$ cat src/csvt_pkg.sv
// Package for the CSV field tokenizer: byte codes, kind codes, word types
// and the saturating index helpers. No dependencies.
package csvt_pkg;

  localparam int COLUMN_BITS = 8;
  localparam int ROW_BITS    = 16;
  localparam int COL_OUT_W   = 8;
  localparam int ROW_OUT_W   = 16;

  localparam logic [7:0] CH_COMMA  = 8'h2C;
  localparam logic [7:0] CH_LF     = 8'h0A;
  localparam logic [7:0] CH_CR     = 8'h0D;
  localparam logic [7:0] CH_DQUOTE = 8'h22;
  localparam logic [7:0] CH_SQUOTE = 8'h27;

  typedef enum logic [1:0] {
    KIND_CONTENT = 2'd0,
    KIND_SEP     = 2'd1,
    KIND_ROW_END = 2'd2,
    KIND_REPEAT  = 2'd3
  } kind_t;

  typedef struct packed {
    logic [7:0] text_byte;
    logic       last_byte;
  } in_word_t;

  typedef struct packed {
    logic [7:0]           echo_byte;
    kind_t                byte_kind;
    logic [COL_OUT_W-1:0] column_index;
    logic [ROW_OUT_W-1:0] row_index;
    logic                 field_done;
    logic                 row_done;
    logic                 quoted;
  } out_word_t;

  // Counter value clamped to the width of the output index
  function automatic logic [COL_OUT_W-1:0] col_clamp(input logic [COLUMN_BITS-1:0] v);
    logic [32:0] w;
    w = 33'(v);
    return (w > 33'((64'd1 << COL_OUT_W) - 64'd1)) ? {COL_OUT_W{1'b1}} : w[COL_OUT_W-1:0];
  endfunction

  function automatic logic [ROW_OUT_W-1:0] row_clamp(input logic [ROW_BITS-1:0] v);
    logic [32:0] w;
    w = 33'(v);
    return (w > 33'((64'd1 << ROW_OUT_W) - 64'd1)) ? {ROW_OUT_W{1'b1}} : w[ROW_OUT_W-1:0];
  endfunction

endpackage

$ cat src/csvt_in_if.sv
// Input channel of the CSV field tokenizer: valid/ready plus one text word.
// Standalone; no package needed.
interface csvt_in_if;
  logic       valid;
  logic       ready;
  logic [7:0] text_byte;
  logic       last_byte;

  modport source (output valid, output text_byte, output last_byte, input ready);
  modport sink   (input valid, input text_byte, input last_byte, output ready);
endinterface

$ cat src/csvt_out_if.sv
// Result channel of the CSV field tokenizer: valid/ready plus one result word.
// Standalone; no package needed.
interface csvt_out_if;
  logic        valid;
  logic        ready;
  logic [7:0]  echo_byte;
  logic [1:0]  byte_kind;
  logic [7:0]  column_index;
  logic [15:0] row_index;
  logic        field_done;
  logic        row_done;
  logic        quoted;

  modport source (output valid, output echo_byte, output byte_kind, output column_index,
                  output row_index, output field_done, output row_done, output quoted,
                  input ready);
  modport sink   (input valid, input echo_byte, input byte_kind, input column_index,
                  input row_index, input field_done, input row_done, input quoted,
                  output ready);
endinterface

$ cat src/csv_field_tokenizer.sv
// Top level of the CSV field tokenizer: input register, classifier and result
// register. Uses csvt_pkg, csvt_in_if, csvt_out_if and csvt_classify.

// One text byte in, one result word out, at a sustained rate of one byte per
// clock while out_ch.ready stays high. A byte is taken into the input register,
// classified combinationally from there and written to the result register
// once that register is empty or being read. The two registers form a short
// pipeline: while a result waits at the output, one more byte is still taken
// in, and in_ch.ready drops only when both stages are full. The last_byte flag
// closes an unterminated final row and returns quote state and counters to zero
// for the next stream. Column and row indices saturate instead of wrapping.
module csv_field_tokenizer (
  input  logic              clk,
  input  logic              rst_n,
  csvt_in_if.sink           in_ch,
  csvt_out_if.source        out_ch
);

  csvt_pkg::in_word_t  in_word_r;
  logic                in_valid_r;
  csvt_pkg::out_word_t res;
  csvt_pkg::out_word_t out_word_r;
  logic                out_valid_r;

  logic advance;
  logic in_take;

  assign advance  = in_valid_r && (!out_valid_r || out_ch.ready);
  assign in_ch.ready = !in_valid_r || advance;
  assign in_take  = in_ch.valid && in_ch.ready;

  always_ff @(posedge clk) begin
    if (!rst_n) begin
      in_valid_r <= 1'b0;
    end else if (in_ch.ready) begin
      in_valid_r <= in_ch.valid;
    end
  end

  always_ff @(posedge clk) begin
    if (in_take) begin
      in_word_r.text_byte <= in_ch.text_byte;
      in_word_r.last_byte <= in_ch.last_byte;
    end
  end

  csvt_classify u_classify (
    .clk   (clk),
    .rst_n (rst_n),
    .fire  (advance),
    .item  (in_word_r),
    .res   (res)
  );

  always_ff @(posedge clk) begin
    if (!rst_n) begin
      out_valid_r <= 1'b0;
    end else if (advance) begin
      out_valid_r <= 1'b1;
    end else if (out_ch.ready) begin
      out_valid_r <= 1'b0;
    end
  end

  always_ff @(posedge clk) begin
    if (advance) begin
      out_word_r <= res;
    end
  end

  assign out_ch.valid        = out_valid_r;
  assign out_ch.echo_byte    = out_word_r.echo_byte;
  assign out_ch.byte_kind    = 2'(out_word_r.byte_kind);
  assign out_ch.column_index = out_word_r.column_index;
  assign out_ch.row_index    = out_word_r.row_index;
  assign out_ch.field_done   = out_word_r.field_done;
  assign out_ch.row_done     = out_word_r.row_done;
  assign out_ch.quoted       = out_word_r.quoted;

endmodule

$ cat src/csvt_classify.sv
// Byte classifier: quote/terminator state, column and row counters and the
// combinational result for the word held in the input register. Uses csvt_pkg.
module csvt_classify (
  input  logic                clk,
  input  logic                rst_n,
  input  logic                fire,
  input  csvt_pkg::in_word_t  item,
  output csvt_pkg::out_word_t res
);

  logic                             in_quote_r, in_quote_nxt;
  logic                             quote_single_r, quote_single_nxt;
  logic                             after_term_r, after_term_nxt;
  logic [csvt_pkg::COLUMN_BITS-1:0] field_cnt_r, field_cnt_nxt;
  logic [csvt_pkg::ROW_BITS-1:0]    row_cnt_r, row_cnt_nxt;

  logic [7:0] b;
  logic       is_term;
  logic       is_quote;
  logic [7:0] close_char;

  always_comb begin
    b          = item.text_byte;
    is_term    = (b == csvt_pkg::CH_CR) || (b == csvt_pkg::CH_LF);
    is_quote   = (b == csvt_pkg::CH_DQUOTE) || (b == csvt_pkg::CH_SQUOTE);
    close_char = quote_single_r ? csvt_pkg::CH_SQUOTE : csvt_pkg::CH_DQUOTE;

    in_quote_nxt     = in_quote_r;
    quote_single_nxt = quote_single_r;
    after_term_nxt   = after_term_r;
    field_cnt_nxt    = field_cnt_r;
    row_cnt_nxt      = row_cnt_r;

    res.echo_byte    = b;
    res.byte_kind    = csvt_pkg::KIND_CONTENT;
    res.column_index = csvt_pkg::col_clamp(field_cnt_r);
    res.row_index    = csvt_pkg::row_clamp(row_cnt_r);
    res.field_done   = 1'b0;
    res.row_done     = 1'b0;
    res.quoted       = 1'b0;

    if (is_term) begin
      if (after_term_r) begin
        res.byte_kind = csvt_pkg::KIND_REPEAT;
      end else begin
        res.byte_kind  = csvt_pkg::KIND_ROW_END;
        res.field_done = 1'b1;
        res.row_done   = 1'b1;
        field_cnt_nxt  = '0;
        row_cnt_nxt    = (&row_cnt_r) ? row_cnt_r : row_cnt_r + 1'b1;
        after_term_nxt = 1'b1;
      end
      // a line end always closes an open quote
      in_quote_nxt     = 1'b0;
      quote_single_nxt = 1'b0;
    end else begin
      after_term_nxt = 1'b0;
      if (in_quote_r) begin
        res.quoted = 1'b1;
        if (b == close_char) begin
          in_quote_nxt     = 1'b0;
          quote_single_nxt = 1'b0;
        end
      end else if (is_quote) begin
        res.quoted       = 1'b1;
        in_quote_nxt     = 1'b1;
        quote_single_nxt = (b == csvt_pkg::CH_SQUOTE);
      end else if (b == csvt_pkg::CH_COMMA) begin
        res.byte_kind  = csvt_pkg::KIND_SEP;
        res.field_done = 1'b1;
        field_cnt_nxt  = (&field_cnt_r) ? field_cnt_r : field_cnt_r + 1'b1;
      end
      // unterminated final line is closed here
      if (item.last_byte) begin
        res.field_done = 1'b1;
        res.row_done   = 1'b1;
      end
    end
  end

  always_ff @(posedge clk) begin
    if (!rst_n) begin
      in_quote_r     <= 1'b0;
      quote_single_r <= 1'b0;
      after_term_r   <= 1'b0;
      field_cnt_r    <= '0;
      row_cnt_r      <= '0;
    end else if (fire) begin
      if (item.last_byte) begin
        in_quote_r     <= 1'b0;
        quote_single_r <= 1'b0;
        after_term_r   <= 1'b0;
        field_cnt_r    <= '0;
        row_cnt_r      <= '0;
      end else begin
        in_quote_r     <= in_quote_nxt;
        quote_single_r <= quote_single_nxt;
        after_term_r   <= after_term_nxt;
        field_cnt_r    <= field_cnt_nxt;
        row_cnt_r      <= row_cnt_nxt;
      end
    end
  end

endmodule

$ cat src/flat_wrapper.sv
// flat-port wrapper written by rule: the top's interface ports become plain ports
module csv_field_tokenizer_flat 
  (clk, rst_n, in_ch_valid, in_ch_text_byte, in_ch_last_byte, in_ch_ready, out_ch_valid, out_ch_echo_byte, out_ch_byte_kind, out_ch_column_index, out_ch_row_index, out_ch_field_done, out_ch_row_done, out_ch_quoted, out_ch_ready);
  csvt_in_if in_ch_i ();
  csvt_out_if out_ch_i ();
  input  logic clk;
  input  logic rst_n;
  input wire logic [$bits(in_ch_i.valid)-1:0] in_ch_valid;
  input wire logic [$bits(in_ch_i.text_byte)-1:0] in_ch_text_byte;
  input wire logic [$bits(in_ch_i.last_byte)-1:0] in_ch_last_byte;
  output wire logic [$bits(in_ch_i.ready)-1:0] in_ch_ready;
  output wire logic [$bits(out_ch_i.valid)-1:0] out_ch_valid;
  output wire logic [$bits(out_ch_i.echo_byte)-1:0] out_ch_echo_byte;
  output wire logic [$bits(out_ch_i.byte_kind)-1:0] out_ch_byte_kind;
  output wire logic [$bits(out_ch_i.column_index)-1:0] out_ch_column_index;
  output wire logic [$bits(out_ch_i.row_index)-1:0] out_ch_row_index;
  output wire logic [$bits(out_ch_i.field_done)-1:0] out_ch_field_done;
  output wire logic [$bits(out_ch_i.row_done)-1:0] out_ch_row_done;
  output wire logic [$bits(out_ch_i.quoted)-1:0] out_ch_quoted;
  input wire logic [$bits(out_ch_i.ready)-1:0] out_ch_ready;
  assign in_ch_i.valid = in_ch_valid;
  assign in_ch_i.text_byte = in_ch_text_byte;
  assign in_ch_i.last_byte = in_ch_last_byte;
  assign in_ch_ready = in_ch_i.ready;
  assign out_ch_valid = out_ch_i.valid;
  assign out_ch_echo_byte = out_ch_i.echo_byte;
  assign out_ch_byte_kind = out_ch_i.byte_kind;
  assign out_ch_column_index = out_ch_i.column_index;
  assign out_ch_row_index = out_ch_i.row_index;
  assign out_ch_field_done = out_ch_i.field_done;
  assign out_ch_row_done = out_ch_i.row_done;
  assign out_ch_quoted = out_ch_i.quoted;
  assign out_ch_i.ready = out_ch_ready;
  csv_field_tokenizer u_core (.clk(clk), .rst_n(rst_n), .in_ch(in_ch_i), .out_ch(out_ch_i));
endmodule
$ cat config.mk
export PLATFORM = sky130hd
export DESIGN_NAME = csv_field_tokenizer_flat
export DESIGN_NICKNAME = d
export VERILOG_FILES = /design/src/csvt_pkg.sv /design/src/csvt_in_if.sv /design/src/csvt_out_if.sv /design/src/csv_field_tokenizer.sv /design/src/csvt_classify.sv /design/src/flat_wrapper.sv
export SDC_FILE = /design/constraint.sdc
export NUM_CORES = 1
export LEC_CHECK = 0
export BUFFER_PORTS_ARGS = -buffer_cell sky130_fd_sc_hd__buf_2
export CAP_MARGIN = 40
export CORE_ASPECT_RATIO = 0.6
export CORE_MARGIN = 3
export CORE_UTILIZATION = 55
export CTS_CLUSTER_DIAMETER = 80
export DETAILED_ROUTE_END_ITERATION = 8
export GPL_ROUTABILITY_DRIVEN = 1
export PLACE_DENSITY = 0.8
export SLEW_MARGIN = 10
export SYNTH_ARGS = -nofsm -noshare
export SYNTH_HDL_FRONTEND = slang
export SYNTH_SLANG_ARGS = --single-unit
$ cat constraint.sdc
create_clock -name clk -period 2.4 [get_ports clk]
set_input_delay 0.12 -clock clk [delete_from_list [all_inputs] [get_ports clk]]
set_output_delay 0.12 -clock clk [all_outputs]
set_load 0.005 [all_outputs]
# After elaboration in Yosys (flattened, before gate mapping)
# Cells that the tools add are included.
word_totals:
  reg_bits: 75
  output_inout_bits: 39
  word_cells: 86
classes:
  addsub: 2
  n_eq_ne: 13
  mux: 38
  n_reduce_logical: 17
op_table:
  columns: ["op", "n"]
  rows:
  - ["$mux 16", 4]
  - ["$mux 8", 7]
  - ["$eq 8x6->1 const B", 3]
  - ["$mux 1", 22]
  - ["$add 16x1->16 const B", 1]
  - ["$eq 8x4->1 const B", 2]
  - ["$reduce_and 16->1", 1]
  - ["$ne 3x2->1 const B", 3]
  - ["$add 8x1->8 const B", 1]
  - ["$eq 8x6->1", 1]
  - ["$mux 2", 4]
  - ["$reduce_and 8->1", 1]
  - ["$reduce_and 6->1", 1]
  - ["$logic_or 1x1->1", 4]
  - ["$ne 2x1->1 const B", 2]
  - ["$ne 4x1->1 const B", 1]
  - ["$reduce_and 4->1", 1]
  - ["$reduce_bool 2->1", 2]
  - ["$reduce_bool 4->1", 1]
  - ["$mux 3", 1]
  - ["$ne 3x1->1 const B", 1]
  - ["$reduce_and 3->1", 1]
  - ["$reduce_bool 3->1", 1]
  - ["$logic_and 1x1->1", 2]
  - ["$logic_not 1->1", 2]

# Logic depth before layout (Yosys ltp)
# Gate-level depths: netlist of the first run.
logic_depth:
  word_depth: 7
  mapped_depth: 7

# By module
# From an unflattened synthesis of the first run, not the netlist that was laid out.
hier_totals:
  hier_cells: 258
  hier_area_um2: 3094.2
by_module_without_submodules:
  columns: ["module", "instances", "cells_each", "area_per_inst_um2", "seq_area_each_um2"]
  rows:
  - ["csvt_classify", 1, 203, 1609.0, 540.5]
  - ["csv_field_tokenizer", 1, 55, 1485.2, 1421.4]

# Worst setup path after synthesis of the first run
# Ideal clock, no wire load.
synth_path:
  kind: "register -> register"
  startpoint: "reg u_core.in_word_r[1] (netlist bit)"
  endpoint: "reg u_core.u_classify.row_cnt_r[11] (netlist bit)"
  setup_ps: 122
  arrival_ps: 2092
  required_ps: 2278
  slack_ps: 186
  stages_incl_launch_ff: 7
  path_buffers: 1
  period_less_slack_ps: 2214
  path_cell_list: "edfxtp_1 -> buf_6 -> or3b_4 -> a2111o_1 -> o21ai_2 -> nand2_2 -> a311o_1"
synth_via:
  elab_chain_cells: 4
  elab_cells_between_ends: 5
  classes_between: "eq/ne: 2; reduce/logical: 3"
synth_lines:
  columns: ["element", "line_no", "source"]
  rows:
  - ["from (decl)", "csv_field_tokenizer.sv:19", "csvt_pkg::in_word_t in_word_r;"]
  - ["$eq 8x4->1", "csvt_classify.sv:24", "is_term = (b == csvt_pkg::CH_CR) || (b == csvt_pkg::CH_LF);"]
  - ["$logic_or 1x1->1 *", "csvt_classify.sv:24", null]
  - ["$reduce_bool 2->1 (no source line) *", null, null]
  - ["$reduce_and 4->1 (no source line) *", null, null]
  - ["to (signal assigned)", "csvt_classify.sv:100", "row_cnt_r <= row_cnt_nxt;"]
  - ["to (decl)", "csvt_classify.sv:15", "logic [csvt_pkg::ROW_BITS-1:0] row_cnt_r, row_cnt_nxt;"]
# Every way passes the cells marked *; elsewhere a longest branch is shown, timed or not.
# A chain may end at the register's enable or synchronous reset.

# Final worst setup path of the first run
layout_path:
  startpoint: "reg u_core.in_word_r[2] (netlist bit)"
  endpoint: "reg u_core.u_classify.row_cnt_r[11] (netlist bit)"
# The elaborated chain is that of the path after synthesis.

==> key figures, run 1 <==
CTS
  • Num Clock Sinks: 75
  • H-tree Lvls: 3
  • Post-CTS Setup Inserts: 0
  • Reg clk slew, reported paths: 80 ps
  • Clock Tree Root: clkbuf_8
  • TritonCTS Buffers: 9
  • Clk Latency, worst-skew pair: around 350 ps
  • CTS tree: done
  • Clk buf depth: 2

Place
  • Dpl cells: just under 400
  • GP Congestion: ~0.85
  • Dpl hpwl: ~4.6 mm
  • PortBufs: roughly 50
  • Setup Slack @ Placement: approximately 170 ps

Timing
  • Max_slew headroom: approximately 45%
  • FMAX: approximately 440 MHz
  • Slew Limit Fails: 0
  • Clock skew: 8.193 ps
  • Period utilization: roughly 95%
  • Min Tclk post-route: between 2000 and 2500 ps
  • Hold Vio Cnt, Final: 0
  • Worst-margin pin slew: between 800 and 900 ps
  • Final setup margin: between 100 and 150 ps
  • Final setup vio count: 0
  • Setup TNS: 0 ps

Synth
  • #FFs+latches synth: 75
  • Post-synth EDFFs: 46
  • Synthesized area: between 0.003 and 0.004 mm^2
  • Synth cell types: 54
  • Yosys warns: 0
  • Top FF cell, synth: edfxtp_1
  • Cells after Synth: approximately 260
  • Post-Syn Nets: 278
  • Register area share after synthesis: between 60% and 70%
  • Avg Inst Size Synth: ~12 um^2
  • Async SR Flop Fraction: 0%

Layout
  • Most common cell after layout, fill and taps aside: buf_2
  • Final #Nets: 348
  • Post-route insts no fill: just over 400
  • Antenna fix cells: 0
  • Layout overhead on the synthesized area: 22.24%
  • Commonest cells after routing, fill and taps aside: buf_2, edfxtp_1, dfxtp_1, nand2_1, nand3_1
  • Share of cells above drive strength 1: 24.85%

Critical path
  • Worst Reg-to-Reg Cells: 5
  • Crit Path Category: flip-flop to flip-flop
  • Start point of the critical path: u_core.in_word_r[2]
  • WP data arrival: approximately 2500 ps
  • CP cell instances: or3b_4 -> a2111o_1 -> o21ai_2 -> nand2_2 -> a311o_1
  • Slowest Stage Delay on Critical Path: roughly 530 ps
  • RR Startpoint: u_core.in_word_r[2]
  • R2R setup slack: 120 ps
  • Crit Path Max Fanout: 5
  • Critical Path Slowest Stage Cell: a2111o_1
  • Worst R2R End: u_core.u_classify.row_cnt_r[11]
  • CP Launch Type: flip-flop
  • Crit path capture: u_core.u_classify.row_cnt_r[11]
  • Req. time, crit path: between 2000 and 3000 ps
  • Setup crit end kind: flip-flop

Pwr
  • Final Total Pwr: roughly 2.6 mW
  • LEAKAGE: approximately 1.4 nW
  • PD cells: a little under 700 mW/mm^2
  • Max IR drop VDD: between 0.0004 and 0.0005 V

GRT
  • Largest net degree at the start of global routing: 30
  • Antenna violations before repair: 0
  • Tot GR Track Use: between 20% and 30%
  • Global route overflow: 0
  • Global-route wire length before repair: 11.49 mm
  • Vias in the first global route: around 2200

Die
  • Io pins: 52
  • Die height: between 60 and 70 um
  • Initial core utilization: just under 60%
  • Num rows: 20
  • Die W: ~100 um
  • Core area: about 0.0053 mm^2
  • Die area: about 0.0067 mm^2

Detailed routing
  • WL final: 7.184 mm
  • Remaining antenna violation count: 0
  • DRC violations left: 0
  • Post-DR wirelength/cell: 17.31 um
  • Drt initial violations: roughly 380
  • Vias per cell: slightly above 6
  • DR pass1 iterations: 5
  • Vias: ~2600

Run status
  • Status: finished clean

Hold path
  • Hold_sp: in_ch_valid
  • Hold Path Class: primary input to flip-flop

Job
  • Max_cap viols: 0
stage by stage:
stage	utilization, %	instance area [um^2]	hold WS [ps]
2_1_floorplan	-	3151	218.9
3_3_place_gp	66.78	3526	296.7
3_5_place_dp	66.78	3526	298.1
4_1_cts	72.44	3825	19.30
5_1_grt	72.94	3851	31.79
6_report	72.94	3851	33.14
worst min-delay path by stage:
stage                                to  cells after the start
floorplan           u_core.in_word_r[0]                      0
global route          u_core.in_valid_r                      3
finish                u_core.in_valid_r                      3
detailed placement  u_core.in_word_r[7]                      1
CTS                   u_core.in_valid_r                      3
global placement    u_core.in_word_r[4]                      1
state kept, by name, indices dropped and copies added (netlist names):
name and flops:
u_core.out_ch.byte_kind 2, u_core.u_classify.row_cnt_r 16, u_core.out_ch.column_index 8, u_core.out_ch.row_done 1, u_core.u_classify.in_quote_r 1, u_core.u_classify.field_cnt_r 8
u_core.out_ch.valid 1, u_core.u_classify.quote_single_r 1, u_core.out_ch.echo_byte 8, u_core.u_classify.after_term_r 1, u_core.out_ch.field_done 1, u_core.in_word_r 9
u_core.out_ch.quoted 1, u_core.in_valid_r 1, u_core.out_ch.row_index 16
metal layers:
metal  vias up  part of all wire, %  track usage (%)
li1       1170                    -                -
met1      1196                   47            32.44
met2       169                   41            30.78
met3        17                   10            7.065
met4         0                  1.8            7.960
met5         -                    0                0
power by group:
part	internal (mW)	switching, mW	total (mW)
sequential	1.41	0.0170	1.42
clock	0.583	0.462	1.04
combinational	0.0638	0.0935	0.157
logic make-up after synthesis:
family,count (synthesis),synth area share (%)
XOR/XNOR,2,0.5561
AO/OA/AOI/OAI,55,13.15
adder cells (fa/ha/maj),2,0.7942
flip-flops,75,62.27
multiplexers,3,0.9532
AND/OR/NAND/NOR,112,20.29
buffers and inverters,14,1.986
cell type report:
| type | count | area, um^2 |
|---|---|---|
| fillers | 370 | 1429 |
| clock buffers | 11 | 131.4 |
| clock inverters | 5 | 77.57 |
| repair buffers | 70 | 420.4 |
| flip-flops and latches | 75 | 1962 |
| multi-input cells | 174 | 1152 |
| inverters | 3 | 11.26 |
| well taps | 77 | 96.34 |
cell usage after synthesis, types with 2 or more instances:
| cell | n | area, um^2 |
|---|---|---|
| a211oi_1 | 3 | 22.52 |
| a21oi_1 | 5 | 25.02 |
| a311o_1 | 2 | 20.02 |
| a31o_2 | 2 | 17.52 |
| a31oi_1 | 8 | 50.05 |
| and2_1 | 3 | 18.77 |
| and3_1 | 11 | 68.82 |
| and4_1 | 6 | 52.55 |
| buf_2 | 2 | 10.01 |
| clkbuf_1 | 8 | 30.03 |
| dfxtp_1 | 29 | 580.6 |
| edfxtp_1 | 46 | 1381 |
| ha_1 | 2 | 25.02 |
| inv_1 | 3 | 11.26 |
| mux2i_1 | 3 | 30.03 |
| nand2_1 | 21 | 78.83 |
| nand2b_1 | 7 | 43.79 |
| nand3_1 | 20 | 100.1 |
| nand4_1 | 6 | 37.54 |
| nor2_1 | 12 | 45.04 |
| nor2b_1 | 5 | 31.28 |
| nor3_1 | 7 | 35.03 |
| nor3b_1 | 2 | 15.01 |
| o211ai_1 | 4 | 30.03 |
| o21a_1 | 4 | 30.03 |
| o21ai_0 | 6 | 30.03 |
| o311ai_0 | 5 | 43.79 |
| o31ai_1 | 2 | 15.01 |
| o41ai_1 | 2 | 17.52 |
| or3_1 | 3 | 18.77 |
what timing repair did:
item	in CTS	in global routing
hold buffers	9	0
setup endpoints to repair	0	3
endpoints found under the hold margin	9	0
gates resized for setup	0	3
critical path, delay by kind of cell (launching register included):
kind	cells	cell delay [ps]
and+or+nand+nor	2	570
AOI/OAI and AO/OA	3	1160
DFF	1	430
(Power assumes the default switching activity.)
==> run 2, diff against run 1 <==
CORE_ASPECT_RATIO = not set   (was 0.6)
==> run 2 against run 1 <==
- sequential cell count unchanged
- via count decreased by 5.3%
- setup slack got worse by 47 ps
- clock power decreased by 25%
- combinational power decreased by 4%
- power decreased by 10%
- non-clock buffer count increased by 1
- sequential share of layout area increased by 0.94 points
- cell area decreased by 1.8%
- core utilization decreased by 2.1 points
- maximum frequency decreased by 2.0%
- critical path type unchanged
==> key figures, run 2 (synthesized netlist as in run 1, its figures left out) <==
CTS
  • Post-CTS Setup Inserts: 0 (unchanged)
  • CTS tree: done (unchanged)
  • Num Clock Sinks: 75 (unchanged)
  • Reg clk slew, reported paths: 70 ps (was 80 ps)
  • Clk Latency, worst-skew pair: 340 ps (was 350 ps)
  • Clk buf depth: 2 (unchanged)
  • TritonCTS Buffers: 9 (unchanged)
  • H-tree Lvls: 3 (unchanged)
  • Clock Tree Root: clkbuf_8 (unchanged)

GRT
  • Global-route wire length before repair: 10.68 mm (was 11.49 mm)
  • Global Route met3 Usage: 3.947% (was 7.065%)
  • Largest net degree at the start of global routing: 26 (was 30)
  • GR peak layer: met2 (was met1)
  • Global route overflow: 0 (unchanged)
  • Antenna violations before repair: 0 (unchanged)
  • Tot GR Track Use: 21.47% (was 22.12%)
  • M2 GR Usage: 34.28% (was 30.78%)
  • Vias in the first global route: 2263 (was 2219)
  • Routing usage on met1: 28.09% (was 32.44%)

Pwr
  • Sw Pwr: 0.5151 mW (was 0.5726 mW)
  • Clk network pwr share: 33.1% (was 39.8%)
  • Max IR drop VDD: 0.0004579 V (was 0.0004735 V)
  • Share of power burned in registers: 60.5% (was 54.2%)
  • Switching fraction of total power: 21.91% (was 21.81%)
  • Final Total Pwr: 2.351 mW (was 2.626 mW)
  • Combinational share of power: 6.4% (was 6.0%)
  • LEAKAGE: 1.399 nW (was 1.431 nW)
  • PD cells: 621.7 mW/mm^2 (was 681.7 mW/mm^2)
  • Internal power: 1.836 mW (was 2.053 mW)

Critical path
  • Crit Path Max Fanout: 9 (was 5)
  • Worst Reg-to-Reg Cells: 5 (unchanged)
  • CP Launch Type: flip-flop (unchanged)
  • Setup crit end kind: flip-flop (unchanged)
  • Crit Path Category: flip-flop to flip-flop (unchanged)
  • WP data arrival: 2600 ps (was 2520 ps)
  • Req. time, crit path: 2670 ps (was 2640 ps)

Timing
  • Clock skew: 10.87 ps (was 8.193 ps)
  • Final setup margin: 76.57 ps (was 123.2 ps)
  • Period utilization: 96.81% (was 94.87%)
  • Slew Limit Fails: 0 (unchanged)
  • FMAX: 430.4 MHz (was 439.2 MHz)
  • Min Tclk post-route: 2323 ps (was 2277 ps)
  • Max_slew headroom: 40.03% (was 44.84%)
  • Unrepaired setup endpoints after global routing: yes
  • Worst-margin pin slew: 893.5 ps (was 821.9 ps)
  • Hold Slack: 26.48 ps (was 33.14 ps)
  • Final setup vio count: 0 (unchanged)
  • Hold Vio Cnt, Final: 0 (unchanged)
  • Setup TNS: 0 ps (unchanged)

Hold path
  • Hold depth: 3 (unchanged)
  • Hold Path Class: primary input to flip-flop (unchanged)

Detailed routing
  • DR pass1 iterations: 5 (unchanged)
  • Post-DR wirelength/cell: 15.88 um (was 17.31 um)
  • DRC violations left: 0 (unchanged)
  • Remaining antenna violation count: 0 (unchanged)
  • Drt initial violations: 196 (was 375)
  • Vias: 2417 (was 2552)
  • WL final: 6.496 mm (was 7.184 mm)
  • Vias per cell: 5.910 (was 6.149)

Place
  • PortBufs: 51 (unchanged)
  • Dpl hpwl: 4.530 mm (was 4.595 mm)
  • Setup Slack @ Placement: 96.07 ps (was 165.4 ps)
  • GP Congestion: 0.9347 (was 0.8543)
  • Dpl cells: 384 (was 390)

Die
  • Core area: 0.005335 mm^2 (was 0.005280 mm^2)
  • Die area: 0.006672 mm^2 (was 0.006702 mm^2)
  • Die W: 81.69 um (was 103.7 um)
  • Die height: 81.69 um (was 64.63 um)
  • Initial core utilization: 59.05% (was 59.67%)
  • Io pins: 52 (unchanged)
  • Num rows: 26 (was 20)

Layout
  • Antenna fix cells: 0 (unchanged)
  • Final #Nets: 349 (was 348)
  • Commonest cells after routing, fill and taps aside: buf_2, edfxtp_1, dfxtp_1, nand2_1, nand3_1 (unchanged)
  • Layout overhead on the synthesized area: 20.02% (was 22.24%)
  • Multi-input gate area: 0.001139 mm^2 (was 0.001152 mm^2)
  • Share of cells above drive strength 1: 23.60% (was 24.85%)
  • Most common cell after layout, fill and taps aside: buf_2 (unchanged)
  • Fill count: 388 (was 370)
  • Register area: 0.001962 mm^2 (unchanged)
  • Post-route insts no fill: 409 (was 415)

Run status
  • Status: finished clean (unchanged)

Job
  • Max_cap viols: 0 (unchanged)
run 2: changes by cell type in the layout (fill, tap and decap cells not counted), sizes merged:
cell and delta:
clkinv +1, bufinv -2, clkbuf +1, buf +1
run 2: final cells by class:
cell class	instances	share of cell area (%)
Inverter	3	0.2978
Clock buffer	12	3.574
Sequential cell	75	51.89
Clock inverter	4	0.4964
Tap cell	70	2.316
Timing Repair Buffer	71	11.32
Multi-Input combinational cell	174	30.11
run 2: what timing repair did:
action | CTS | global route
setup endpoints to repair | 0 | 2
hold buffers | 9 | 0
resized for setup | 0 | 1
endpoints found under the hold margin | 9 | 0
run 2: through the flow:
stage,instance area (um^2),utilization (%)
floorplan,3151,-
global placement,3525,66.06
detailed placement,3525,66.06
CTS,3769,70.64
global route,3781,70.87
finish,3781,70.87
run 2: critical path: stages (launching register included):
cell and delay, ps:
edfxtp_1 420, or3_1 470, a2111o_1 530, nor3_4 440
and4_1 280, a311o_1 110
run 2: path summary, 6_finish.rpt:
path | to | from | slack (ps)
worst max-delay path | u_core.u_classify.row_cnt_r[11] | u_core.in_word_r[5] | 80
worst min-delay path | u_core.in_valid_r | in_ch_valid | 30
worst max register to register | u_core.u_classify.row_cnt_r[11] | u_core.in_word_r[5] | 80
worst min register to register | u_core.out_ch.row_index[12] | u_core.u_classify.row_cnt_r[12] | 500
run 2: power by group through the flow:
stage	Combinational, mW	Clock [mW]	Sequential, mW
6_report	0.151	0.777	1.42
5_1_grt	0.167	0.848	1.43
4_1_cts	0.149	0.797	1.42
3_5_place_dp	0.138	0	1.45
3_3_place_gp	0.134	0	1.45
2_1_floorplan	0.0651	0	1.45
run 2: metal layers:
| metal | share of wire (%) | wire length [um] | up-vias |
|---|---|---|---|
| met2 | 46 | 3005 | 114 |
| met4 | 1.6 | 101 | 0 |
| met3 | 8.0 | 520 | 10 |
| met5 | 0 | 0 | - |
| met1 | 44 | 2869 | 1119 |
| li1 | - | - | 1174 |
